`src/sv/lsg_pkg.sv`:
```
// Shared types, constants and the saturation helper function of the 1-D Laplacian stencil block.
`default_nettype none
package lsg_pkg;

  localparam int unsigned MAX_POINTS = 1024;
  localparam int unsigned CNT_W      = $clog2(MAX_POINTS);
  localparam int unsigned DATA_W     = 32;
  localparam int unsigned IDX_W      = 10;
  localparam int unsigned CFG_IDX_W  = 3;
  localparam int unsigned SPACING_W  = 31;
  localparam int unsigned MODE_W     = 2;

  typedef enum logic [MODE_W-1:0] {
    MODE_PERIODIC  = 2'd0,
    MODE_DIRICHLET = 2'd1,
    MODE_NEUMANN   = 2'd2
  } mode_e;

  typedef enum logic [CFG_IDX_W-1:0] {
    CFG_LEFT_MODE   = 3'd0,
    CFG_RIGHT_MODE  = 3'd1,
    CFG_LEFT_VALUE  = 3'd2,
    CFG_RIGHT_VALUE = 3'd3,
    CFG_SPACING     = 3'd4,
    CFG_SCALE       = 3'd5
  } cfg_idx_e;

  typedef enum logic [2:0] {
    S_IDLE,
    S_START,
    S_GH_MUL,
    S_GH_SUM,
    S_L_DIFF,
    S_L_MUL,
    S_L_OUT
  } state_e;

  // Which point of the line the result being computed belongs to.
  typedef enum logic [1:0] {
    KIND_INT,
    KIND_FIRST,
    KIND_LAST
  } kind_e;

  typedef struct packed {
    logic  accept;
    logic  gh_mul;
    logic  gh_sum;
    logic  l_diff;
    logic  l_mul;
    logic  l_out;
    kind_e kind;
  } cmd_t;

  typedef struct packed {
    logic has_int;
    logic fin;
    logic single;
    logic out_free;
  } status_t;

  // Clamp a wide signed value into the signed 32-bit range.
  function automatic logic signed [DATA_W-1:0] sat32(input logic signed [63:0] x);
    logic signed [DATA_W-1:0] r;
    if (x > 64'sd2147483647) begin
      r = 32'sh7fffffff;
    end else if (x < -64'sd2147483648) begin
      r = 32'sh80000000;
    end else begin
      r = x[DATA_W-1:0];
    end
    return r;
  endfunction

endpackage
`default_nettype wire

```
`src/sv/lsg_ctrl.sv`:
```
// Sequencing state machine of the 1-D Laplacian stencil block.
`default_nettype none
module lsg_ctrl (
  input  wire logic             clk_i,
  input  wire logic             rst_ni,
  input  wire logic             in_valid_i,
  output logic                  in_stall_o,
  input  wire lsg_pkg::status_t status_i,
  output lsg_pkg::cmd_t         cmd_o
);

  lsg_pkg::state_e state_q, state_d;
  lsg_pkg::kind_e  kind_q, kind_d;

  always_ff @(posedge clk_i or negedge rst_ni) begin
    if (!rst_ni) begin
      state_q <= lsg_pkg::S_IDLE;
      kind_q  <= lsg_pkg::KIND_INT;
    end else begin
      state_q <= state_d;
      kind_q  <= kind_d;
    end
  end

  always_comb begin
    state_d = state_q;
    kind_d  = kind_q;
    unique case (state_q)
      lsg_pkg::S_IDLE: begin
        if (in_valid_i) state_d = lsg_pkg::S_START;
      end
      lsg_pkg::S_START: begin
        if (status_i.has_int) begin
          kind_d  = lsg_pkg::KIND_INT;
          state_d = lsg_pkg::S_L_DIFF;
        end else if (status_i.fin) begin
          state_d = lsg_pkg::S_GH_MUL;
        end else begin
          state_d = lsg_pkg::S_IDLE;
        end
      end
      lsg_pkg::S_GH_MUL: state_d = lsg_pkg::S_GH_SUM;
      lsg_pkg::S_GH_SUM: begin
        kind_d  = lsg_pkg::KIND_FIRST;
        state_d = lsg_pkg::S_L_DIFF;
      end
      lsg_pkg::S_L_DIFF: state_d = lsg_pkg::S_L_MUL;
      lsg_pkg::S_L_MUL:  state_d = lsg_pkg::S_L_OUT;
      lsg_pkg::S_L_OUT: begin
        if (status_i.out_free) begin
          case (kind_q)
            lsg_pkg::KIND_INT: begin
              state_d = status_i.fin ? lsg_pkg::S_GH_MUL : lsg_pkg::S_IDLE;
            end
            lsg_pkg::KIND_FIRST: begin
              if (status_i.single) begin
                state_d = lsg_pkg::S_IDLE;
              end else begin
                kind_d  = lsg_pkg::KIND_LAST;
                state_d = lsg_pkg::S_L_DIFF;
              end
            end
            default: state_d = lsg_pkg::S_IDLE;
          endcase
        end
      end
      default: state_d = lsg_pkg::S_IDLE;
    endcase
  end

  always_comb begin
    cmd_o        = '0;
    cmd_o.kind   = kind_q;
    in_stall_o   = (state_q != lsg_pkg::S_IDLE);
    unique case (state_q)
      lsg_pkg::S_IDLE:   cmd_o.accept = in_valid_i;
      lsg_pkg::S_GH_MUL: cmd_o.gh_mul = 1'b1;
      lsg_pkg::S_GH_SUM: cmd_o.gh_sum = 1'b1;
      lsg_pkg::S_L_DIFF: cmd_o.l_diff = 1'b1;
      lsg_pkg::S_L_MUL:  cmd_o.l_mul  = 1'b1;
      lsg_pkg::S_L_OUT:  cmd_o.l_out  = status_i.out_free;
      default: ;
    endcase
  end

endmodule
`default_nettype wire

```
`config.mk`:
```
export PLATFORM = sky130hd
export DESIGN_NAME = lsg_ctrl
export DESIGN_NICKNAME = d
export VERILOG_FILES = /design/src/sv/lsg_pkg.sv /design/src/sv/lsg_ctrl.sv
export SDC_FILE = /design/constraint.sdc
export NUM_CORES = 1
export LEC_CHECK = 0
export ABC_AREA = 0
export BUFFER_PORTS_ARGS = -buffer_cell sky130_fd_sc_hd__clkbuf_2
export CORE_MARGIN = 3
export CORE_UTILIZATION = 25
export DETAILED_ROUTE_END_ITERATION = 16
export SYNTH_ARGS = -nofsm -noshare
export SYNTH_HDL_FRONTEND = slang
export SYNTH_SLANG_ARGS = --single-unit
```
`constraint.sdc`:
```
create_clock -name clk_i -period 2.35 [get_ports clk_i]
set_clock_uncertainty 0.1 [all_clocks]
set_input_delay 0.235 -clock clk_i [delete_from_list [all_inputs] [get_ports clk_i]]
set_output_delay 0.235 -clock clk_i [all_outputs]
set_load 0.01 [all_outputs]
```
# Yosys cells after proc, flatten, opt, wreduce, memory -nomap -nowiden
# Cells that the tools add are included.
# word_totals
ff_bits	5
output_inout_bits	9
# op_classes
eq_ne	12
muxes	18
n_reduce_logical	6
# op_table
cell	n
$pmux 3 s7	1
$mux 3	4
$mux 2	5
$ne 2x2->1 const B	5
$eq 3x3->1 const B	3
$eq 3x2->1 const B	2
$mux 1	6
$pmux 2 s3	1
$pmux 3 s2	1
$reduce_bool 3->1	2
$reduce_and 5->1	1
$eq 3x1->1 const B	1
$logic_not 3->1	1
$eq 2x1->1 const B	1
$logic_not 2->1	1
$reduce_and 2->1	1

# Depth between registers and ports, before layout
# Gate-level depths: netlist (run 1).
# depth
depth_word	4
ltp_mapped	4
depth_no_buf	3

# Least setup slack after synthesis (run 1)
# No wires, ideal clock.
# synth_path
path_type	register to register
from	reg state_q[2]
to	reg state_q[1]
setup_ps	126
t_arrival_ps	1317
path_slack_ps	807
stages_incl_launch_ff	4
path_buffers	0
synth_period_minus_slack_ps	1543
cell_sequence	dfrtp_1 -> or3_4 -> o22a_1 -> a311o_1
# synth_via
elab_chain_cells	3
# synth_lines
element	line	source
start: declaration	lsg_ctrl.sv:12	lsg_pkg::state_e state_q, state_d;
start signal: assignment	lsg_ctrl.sv:17	state_q <= lsg_pkg::S_IDLE;
start signal: assignment	lsg_ctrl.sv:20	state_q <= state_d;
$eq 3x3->1 or $logic_not 3->1 (tied branches)	lsg_ctrl.sv:28	unique case (state_q)
$ne 2x2->1 (no line)	n/a	
$reduce_and 2->1 (no line)	n/a	
# Parallel ways exist; a longest one is shown, timed or not.
# A chain may end at the register's enable or synchronous reset.

==> results of run 1 <==
## power breakdown
part | switching [uW] | internal [uW]
combinational | 143 | 153
clock | 35.3 | 64.2
sequential | 94.4 | 124
total | 272 | 342
## per-layer routing
layer / wire length, um / vias to the layer above / track usage [%] / part of all wire, %
met1: 427 / 166 / 12.93 / 47
met5: 0 / - / 0 / 0
li1: - / 192 / - / -
met3: 98 / 2 / 5.976 / 11
met4: 16 / 0 / 7.018 / 1.8
met2: 370 / 16 / 12.61 / 41
## worst max-delay path: stages, from the launching register on
cell and delay [ns]:
sky130_fd_sc_hd__dfrtp_1 0.54, sky130_fd_sc_hd__nand2_1 0.26, sky130_fd_sc_hd__nor3b_1 0.26, sky130_fd_sc_hd__clkbuf_2 0.17
## layout make-up
class                   count  share of cell area [%]
multi-input cells          32                   46.02
clock buffers               4                   5.398
flip-flops and latches      5                   25.71
inverters                   2                   1.542
repair buffers             16                   17.48
well taps                  15                   3.856
## synth_stat cells
cell type	n
sky130_fd_sc_hd__nor2_1	6
sky130_fd_sc_hd__or4b_1	1
sky130_fd_sc_hd__o22ai_1	2
sky130_fd_sc_hd__a41oi_1	1
sky130_fd_sc_hd__or3_4	1
sky130_fd_sc_hd__o22a_1	1
sky130_fd_sc_hd__o2bb2ai_1	1
sky130_fd_sc_hd__o21ai_0	1
sky130_fd_sc_hd__a311o_1	1
sky130_fd_sc_hd__nor3b_1	2
sky130_fd_sc_hd__nand2b_1	2
sky130_fd_sc_hd__nor2b_1	1
sky130_fd_sc_hd__o41ai_1	1
sky130_fd_sc_hd__and2b_2	1
sky130_fd_sc_hd__a211oi_1	1
sky130_fd_sc_hd__a21oi_1	1
sky130_fd_sc_hd__inv_1	2
sky130_fd_sc_hd__buf_4	2
sky130_fd_sc_hd__nor3_1	1
sky130_fd_sc_hd__nand2_1	2
sky130_fd_sc_hd__and3_2	1
sky130_fd_sc_hd__o32ai_1	1
sky130_fd_sc_hd__nand4bb_1	1
sky130_fd_sc_hd__dfrtp_1	5
sky130_fd_sc_hd__o21a_1	1
sky130_fd_sc_hd__nor4b_2	1
sky130_fd_sc_hd__buf_2	1
## state kept, by name, indices dropped and copies added, names as in the netlist
signal   count
state_q      3
kind_q       2
## stage by stage
stage	setup slack, ns	hold WS, ns	cell area [um2]	power, uW
4_1_cts	0.5667	0.1462	486.7	617.2
2_1_floorplan	0.8069	-0.1606	376.6	435.2
3_5_place_dp	0.6462	-0.03975	450.4	512.7
5_1_grt	0.4317	0.1489	486.7	670.3
3_3_place_gp	0.6734	-0.04248	450.4	512.0
6_report	0.5459	0.1533	486.7	613.8
## cell families after synthesis
kind of cell | Yosys count | synth area share, %
buf+inv | 5 | 7.307
compound gates | 12 | 24.25
simple gates | 20 | 35.21
flops | 5 | 33.22
## how the worst max path moves through the flow
stage | from | end | slack (ns)
finish | state_q[2] | cmd_o[2] | 0.55
detailed placement | state_q[2] | state_q[1] | 0.65
floorplan | state_q[2] | state_q[1] | 0.81
global route | state_q[2] | cmd_o[2] | 0.43
global placement | state_q[2] | state_q[1] | 0.67
CTS | state_q[2] | cmd_o[2] | 0.57
==> impl_metrics.tcl, run 1 <==
set metrics [dict create \
    fp.dieH_um 44.81 \
    post_synth.cell_area_avg_um2 8.967 \
    final_hold_viol_count 0 \
    total_area_of_multi_input_combinational_cells_um2 224.0 \
    drt-wirelength-per-cell_um 12.31 \
    cts_buffers 3 \
    final_core_utilization_pct 36.05 \
    ys_top_cells_by_area "sky130_fd_sc_hd__dfrtp_1 33%, sky130_fd_sc_hd__nor2_1 6.0%, sky130_fd_sc_hd__buf_4 4.0%, sky130_fd_sc_hd__nor3b_1 4.0%, sky130_fd_sc_hd__nor4b_2 4.0%" \
    run_status "finished clean" \
    post_cts_hold_buffer_count 1 \
    ctsHtreeMaxLevel 1 \
    ant_nets 0 \
    drt_iter0_markers 6 \
    setup-tns-final_ns 0 \
    vias_post_dr 376 \
    die_x_um 44.81 \
    place_congestion 0.7396 \
    leading_cell_type_in_the_layout_fill_and_taps_excluded "sky130_fd_sc_hd__clkbuf_2" \
    max-slew-margin-rel_pct 73.61 \
    placed_cells_incl_taps 69 \
    route.detailed.drc 0 \
    powerDensity_mw_per_mm2 1261 \
    clk_latency_ns 0.24 \
    worst_setup_path_start_kind "flop" \
    cp-end-kind "output pin" \
    grt_residual_overflow 0 \
    postSynthRegisterBits 5 \
    nNetsFinal 67 \
    max_cap_violations 0 \
    vias_per_cell 5.081 \
    ff_latch_area_um2 125.1 \
    tightestPinTransition_ns 0.3959 \
    final-instance-count-excl-fill 74 \
    ys_types 27 \
    io_pins 16 \
    layout.cells.most_common_list "15 x sky130_fd_sc_hd__clkbuf_2, 6 x sky130_fd_sc_hd__nor2_1, 5 x sky130_fd_sc_hd__dfrtp_1, 3 x sky130_fd_sc_hd__clkbuf_4" \
    grt_setup_unrepaired "false" \
    netlist.area_leader.share_pct 33.22 \
    number_of_global_route_vias_before_repair 303 \
    num_rows 13 \
    max-vdd-ir-drop_uv 482.1 \
    layout.filler_cells 153 \
    clockRootBuffer "sky130_fd_sc_hd__clkbuf_4" \
    regToRegEndpoint "state_q[1]" \
    grt_max_degree 15 \
    critical_path.max_fanout 13 \
    floorplan.core_area_mm2 0.001350 \
    synth_area_leader_cell "sky130_fd_sc_hd__dfrtp_1" \
    hold_path_depth 2 \
    gr-usage-all-layers_pct 10.20 \
    whs_endpoint "state_q[1]" \
    post_cts_resized 0 \
    diode_insertion_count_for_antenna_repair 0 \
    cts_tree "yes" \
    starting_density_of_the_core_pct 27.90 \
    leakage_uw 0.0002236 \
    dr.pass1.iters 4 \
    maxClockFrequency_ghz 0.5543 \
    worst-endpoint-required_ns 2.02 \
    antenna_found_initial 0 \
    total_nets_after_synthesis 49 \
    hold_path_startpoint "status_i[2]" \
    r2r-start "state_q[2]" \
    cts_buffer_depth 2 \
    post_synth_inst_count 42 \
    r2r_slack_ns 0.63 \
    flow.area_growth_from_synthesis_pct 29.24 \
    final-max-slew-violation-count 0 \
    cts.sink_count 5 \
    port_buffer_count 15 \
    yosysWarnings 0 \
    syn-cell-area_um2 376.6 \
    r2r_cells 3 \
    min_period_over_period_pct 76.77 \
    setup_viol 0 \
    synth-seq-area-share_pct 33.22 \
    detailed_place_hpwl_um 668.9 \
    holdCritPathClass "primary input to flop" \
    cts_post_setup_buffers_inserted 0 \
    layout-drive-gt1-share_pct 37.29 \
    worstPathArrival_ns 1.47 \
    totalWireLength_um 911 \
    period_needed_ns 1.804 \
    worst_setup_hold_path_clk_slew_ns 0.04 \
    worstSetupPathType "flop to output pin" \
    grt_first_pass_wirelength_um 1373 \
    die_area_mm2 0.002008 \
]
No activity file was read; power rests on OpenSTA's default activity.
==> inputs of run 2 (changes only) <==
==> constraint.sdc (replaced) <==
create_clock -name clk_i -period 1.6 [get_ports clk_i]
set_clock_uncertainty 0.1 [all_clocks]
set_input_delay 0.16 -clock clk_i [delete_from_list [all_inputs] [get_ports clk_i]]
set_output_delay 0.16 -clock clk_i [all_outputs]
set_load 0.01 [all_outputs]
==> run 2 against run 1 <==
Compared with the run above: hold slack got worse by 0.068 ns; cell area rose by 9.5%; register-to-register slack lost 0.57 ns; critical endpoint is now state_q[1]; via count increased by 5.6%; non-clock buffer count rose by 4; total power is 64% higher; count of clock-buffer cells in the layout did not move.
==> impl_metrics.tcl, run 2 (synthesis results as in run 1) <==
set metrics [dict create \
    max-slew-margin-rel_pct 79.89 \
    grt_max_degree 14 \
    cts_buffers 3 \
    worstSetupPathType "flop to flop" \
    worstPathArrival_ns 1.56 \
    placed_cells_incl_taps 73 \
    postPlaceCellArea_um2 493.0 \
    dr.pass1.iters 2 \
    min_period_over_period_pct 96.43 \
    cp-end-kind "flop" \
    tightestPinTransition_ns 0.2977 \
    final_hold_viol_count 0 \
    powerDensity_mw_per_mm2 1889 \
    grt_setup_unrepaired "false" \
    worst-endpoint-required_ns 1.61 \
    worst_setup_hold_path_clk_slew_ns 0.04 \
    cts_buffer_depth 2 \
    maxClockFrequency_ghz 0.6482 \
    drt-wirelength-per-cell_um 11.76 \
    hold_path_startpoint "status_i[2]" \
    worst_setup_path_start_kind "flop" \
    run_status "finished clean" \
    r2r-start "state_q[1]" \
    critical_path.cell_chain "or3_4, o22a_1, a311o_1" \
    regMostFlops "state_q" \
    layout-drive-gt1-share_pct 41.27 \
    layout.cells.most_common_list "15 x sky130_fd_sc_hd__clkbuf_2, 6 x sky130_fd_sc_hd__nor2_1, 5 x sky130_fd_sc_hd__dfrtp_1, 3 x sky130_fd_sc_hd__clkbuf_4" \
    holdCritPathClass "primary input to flop" \
    period_needed_ns 1.543 \
    r2r_cells 3 \
    ctsHtreeMaxLevel 1 \
    num_rows 13 \
    combined_buffer_and_inverter_count_along_the_critical_path 0 \
    total_area_of_multi_input_combinational_cells_um2 224.0 \
    cts.sink_count 5 \
    antenna_found_initial 0 \
    ff_latch_area_um2 125.1 \
    floorplan.core_area_mm2 0.001350 \
    leading_cell_type_in_the_layout_fill_and_taps_excluded "sky130_fd_sc_hd__clkbuf_2" \
    number_of_global_route_vias_before_repair 365 \
    critPathTopFamily "compound AO/OA/AOI/OAI gates" \
    report.power.total_uw 1007 \
    leakage_uw 0.0002480 \
    final-instance-count-excl-fill 78 \
    starting_density_of_the_core_pct 27.90 \
    fp.dieH_um 44.81 \
    max_cap_violations 0 \
    totalWireLength_um 917 \
    clockRootBuffer "sky130_fd_sc_hd__clkbuf_4" \
    final-max-slew-violation-count 0 \
    vias_post_dr 397 \
    hold_path_depth 2 \
    setup_viol 0 \
    nNetsFinal 71 \
    drt_iter0_markers 5 \
    die_area_mm2 0.002008 \
    clk_latency_ns 0.23 \
    diode_insertion_count_for_antenna_repair 0 \
    die_x_um 44.81 \
    flow.area_growth_from_synthesis_pct 41.53 \
    grt_residual_overflow 0 \
    whs_endpoint "state_q[1]" \
    worst_path_largest_cell_delay_ns 0.39 \
    port_buffer_count 15 \
    largestRegisters "state_q (3), kind_q (2)" \
    hold_slack_ns 0.08499 \
    crit_path_top_delay_cell "sky130_fd_sc_hd__dfrtp_1" \
    critical_path.max_fanout 4 \
    max-vdd-ir-drop_uv 489.4 \
    regToRegEndpoint "state_q[1]" \
    setup-tns-final_ns 0 \
    cts_tree "yes" \
    vias_per_cell 5.090 \
    layout.filler_cells 149 \
    grt_first_pass_wirelength_um 1497 \
    gr-usage-all-layers_pct 10.20 \
    place_congestion 0.7627 \
    r2r_slack_ns 0.06 \
    io_pins 16 \
    cts_post_setup_buffers_inserted 0 \
    route.detailed.drc 0 \
    detailed_place_hpwl_um 708.1 \
    ant_nets 0 \
    largest_register_ffs 3 \
    finish.instance_area_um2 533.0 \
]
-- run 2: per-stage QoR --
step / utilization (%) / setup WS, ns
floorplan: - / 0.05695
global placement: 36.52 / 0.08734
detailed placement: 36.52 / 0.05660
CTS: 39.20 / 0.05000
global route: 39.48 / 0.003345
finish: 39.48 / 0.05719
-- run 2: area by class of cell --
cell class                      instances  share of cell area, %
Clock buffer                            4                  4.930
Sequential cell                         5                  23.47
Timing Repair Buffer                   20                  24.65
Tap cell                               15                  3.521
Inverter                                2                  1.408
Multi-Input combinational cell         32                  42.02
-- run 2: per-layer routing --
metal,GRT usage (%),vias up,wire length (um)
met5,0,-,0
met4,7.018,0,9
met3,2.789,2,73
met2,14.61,11,423
met1,13.17,182,410
li1,-,202,-
-- run 2: power breakdown --
part	leakage (uW)	switching (uW)	internal, uW	total (uW)
clock network	0.0000150	44.7	93.8	139
registers	0.0000631	48.1	184	232
logic	0.000170	318	319	636
total	0.000248	410	596	1010
-- run 2: worst max-delay path by stage --
stage,end,slack (ns),from,depth (start not counted)
after floorplan,state_q[1],0.06,state_q[2],3
after global placement,state_q[1],0.09,state_q[2],3
after detailed placement,state_q[1],0.06,state_q[2],3
after CTS,state_q[1],0.05,state_q[2],3
after global routing,state_q[1],0.003,state_q[1],3
final,state_q[1],0.06,state_q[1],3
-- run 2: repair_timing --
item | 4_1_cts | 5_1_grt
setup endpoints to repair | 0 | 1
endpoints found under the hold margin | 5 | 0
gates resized for setup | 0 | 1
hold buffers | 1 | 0
==> inputs of run 3 (changes only) <==
--- a/config.mk
+++ b/config.mk
@@ -10,6 +10,7 @@
 export CORE_MARGIN = 3
 export CORE_UTILIZATION = 25
 export DETAILED_ROUTE_END_ITERATION = 16
+export PLACE_DENSITY = 0.47
 export SYNTH_ARGS = -nofsm -noshare
 export SYNTH_HDL_FRONTEND = slang
 export SYNTH_SLANG_ARGS = --single-unit
==> run 3 against run 2 <==
Compared with the run above: count of clock-buffer cells in the layout is the same; via count shrank 1.0%; non-clock buffer count stayed put; die area is the same; critical path depth unchanged; cell area decreased by 0.94%; wire length up 12%; final cell count unchanged; maximum frequency shrank 0.71%; global-route usage is 1.4 points higher.
==> impl_metrics.tcl, run 3 (synthesis results as in run 1) <==
set metrics [dict create \
    starting_density_of_the_core_pct 27.90 \
    grt_residual_overflow 0 \
    largest_register_ffs 3 \
    critical_path.max_fanout 4 \
    drt-wirelength-per-cell_um 13.13 \
    gr-usage-met2_pct 16.05 \
    grt_util_met1_pct 14.91 \
    max-vdd-ir-drop_uv 636.2 \
    vias_post_dr 393 \
    detailed_place_hpwl_um 768.3 \
    floorplan.core_area_mm2 0.001350 \
    port_buffer_count 15 \
    final_hold_viol_count 0 \
    drt_iter0_markers 10 \
    worst_setup_path_start_kind "flop" \
    io_pins 16 \
    worst-endpoint-required_ns 1.62 \
    leading_cell_type_in_the_layout_fill_and_taps_excluded "sky130_fd_sc_hd__clkbuf_2" \
    grt_setup_unrepaired "true" \
    run_status "finished clean" \
    nNetsFinal 71 \
    dr.pass1.iters 4 \
    min_period_over_period_pct 97.11 \
    layout-drive-gt1-share_pct 44.44 \
    tightestPinTransition_ns 0.3271 \
    grt_first_pass_wirelength_um 1656 \
    worstPathArrival_ns 1.57 \
    cts_tree "yes" \
    hold_slack_ns 0.09709 \
    totalWireLength_um 1024 \
    num_rows 13 \
    placed_cells_incl_taps 73 \
    max_cap_violations 0 \
    flow.area_growth_from_synthesis_pct 40.20 \
    number_of_global_route_vias_before_repair 367 \
    cts_post_setup_buffers_inserted 0 \
    postPlaceCellArea_um2 480.5 \
    place_worst_setup_slack_ns 0.04913 \
    clk_latency_ns 0.24 \
    cp-end-kind "flop" \
    powerDensity_mw_per_mm2 1888 \
    layout_setup_ws_ns 0.04621 \
    layout.filler_cells 146 \
    cts_buffers 3 \
    final_core_utilization_pct 39.11 \
    setup_viol 0 \
    holdCritPathClass "primary input to flop" \
    leakage_uw 0.0002458 \
    worst_setup_hold_path_clk_slew_ns 0.04 \
    grt_max_degree 14 \
    vias_per_cell 5.038 \
    groute.layer.met3.usage_pct 3.586 \
    die_x_um 44.81 \
    final-instance-count-excl-fill 78 \
    ctsHtreeMaxLevel 1 \
    final-max-slew-violation-count 0 \
    route.detailed.drc 0 \
    busiest_layer "met2" \
    gr-usage-all-layers_pct 11.60 \
    fp.dieH_um 44.81 \
    die_area_mm2 0.002008 \
    period_needed_ns 1.554 \
    regMostFlops "state_q" \
    antenna_found_initial 0 \
    cts_buffer_depth 2 \
    maxClockFrequency_ghz 0.6436 \
    max-slew-margin-rel_pct 78.13 \
    largestRegisters "state_q (3), kind_q (2)" \
    place_congestion 0.7392 \
    finish.instance_area_um2 528.0 \
    cts.sink_count 5 \
    clockRootBuffer "sky130_fd_sc_hd__clkbuf_4" \
    layout.cells.most_common_list "15 x sky130_fd_sc_hd__clkbuf_2, 6 x sky130_fd_sc_hd__nor2_1, 5 x sky130_fd_sc_hd__dfrtp_1, 3 x sky130_fd_sc_hd__clkbuf_4, 3 x sky130_fd_sc_hd__buf_4" \
    diode_insertion_count_for_antenna_repair 0 \
    ant_nets 0 \
    worstSetupPathType "flop to flop" \
]
run 3: changes by cell type in the layout (fill, tap and decap cells not counted):
cell	change
sky130_fd_sc_hd__buf_12	-1
sky130_fd_sc_hd__buf_4	+1
sky130_fd_sc_hd__nand2_1	-1
sky130_fd_sc_hd__nand2_2	+1
sky130_fd_sc_hd__nor3b_1	-1
sky130_fd_sc_hd__nor3b_2	+1
run 3: worst max-delay path, cell delays in order (launching register included):
cell	delay [ns]
sky130_fd_sc_hd__dfrtp_1	0.37
sky130_fd_sc_hd__or3_4	0.41
sky130_fd_sc_hd__o22a_1	0.21
sky130_fd_sc_hd__a311o_1	0.35
run 3: through the flow:
step	setup TNS (ns)	power [uW]
final	0	997.0
after global routing	-0.001005	1098
after CTS	0	982.1
after detailed placement	0	827.9
after global placement	0	832.0
after floorplan	0	639.2
run 3: final cells by class:
cell class	count	area, um2	share of cell area [%]
clock buffers	4	26.28	4.976
flip-flops and latches	5	125.1	23.70
multi-input cells	32	231.5	43.84
well taps	15	18.77	3.555
repair buffers	20	118.9	22.51
inverters	2	7.507	1.422
run 3: repair_timing:
action	CTS	global route
endpoints found under the hold margin	5	0
hold buffers	1	0
endpoints found under the setup margin	0	2
gates resized for setup	0	3
run 3: metal layers:
metal	wire length [um]	vias up
li1	-	200
met1	465	180
met2	470	11
met3	74	2
met4	14	0
met5	0	-
run 3: final timing paths:
kind | start | end | cells after the start | slack [ns]
hold reg to reg | kind_q[1] | kind_q[1] | 2 | 0.49
setup / recovery | state_q[0] | state_q[1] | 3 | 0.05
setup reg to reg | state_q[0] | state_q[1] | 3 | 0.05
hold / removal | status_i[2] | state_q[1] | 2 | 0.1
min in group asynchronous | rst_ni | state_q[1] | 2 | 0.17
max in group asynchronous | rst_ni | kind_q[1] | 2 | 1.09
run 3: report_power, final:
part | switching (uW) | internal [uW] | leakage (uW)
Clock | 50.0 | 94.2 | 0.0000150
Sequential | 41.6 | 184 | 0.0000631
Combinational | 335 | 292 | 0.000168
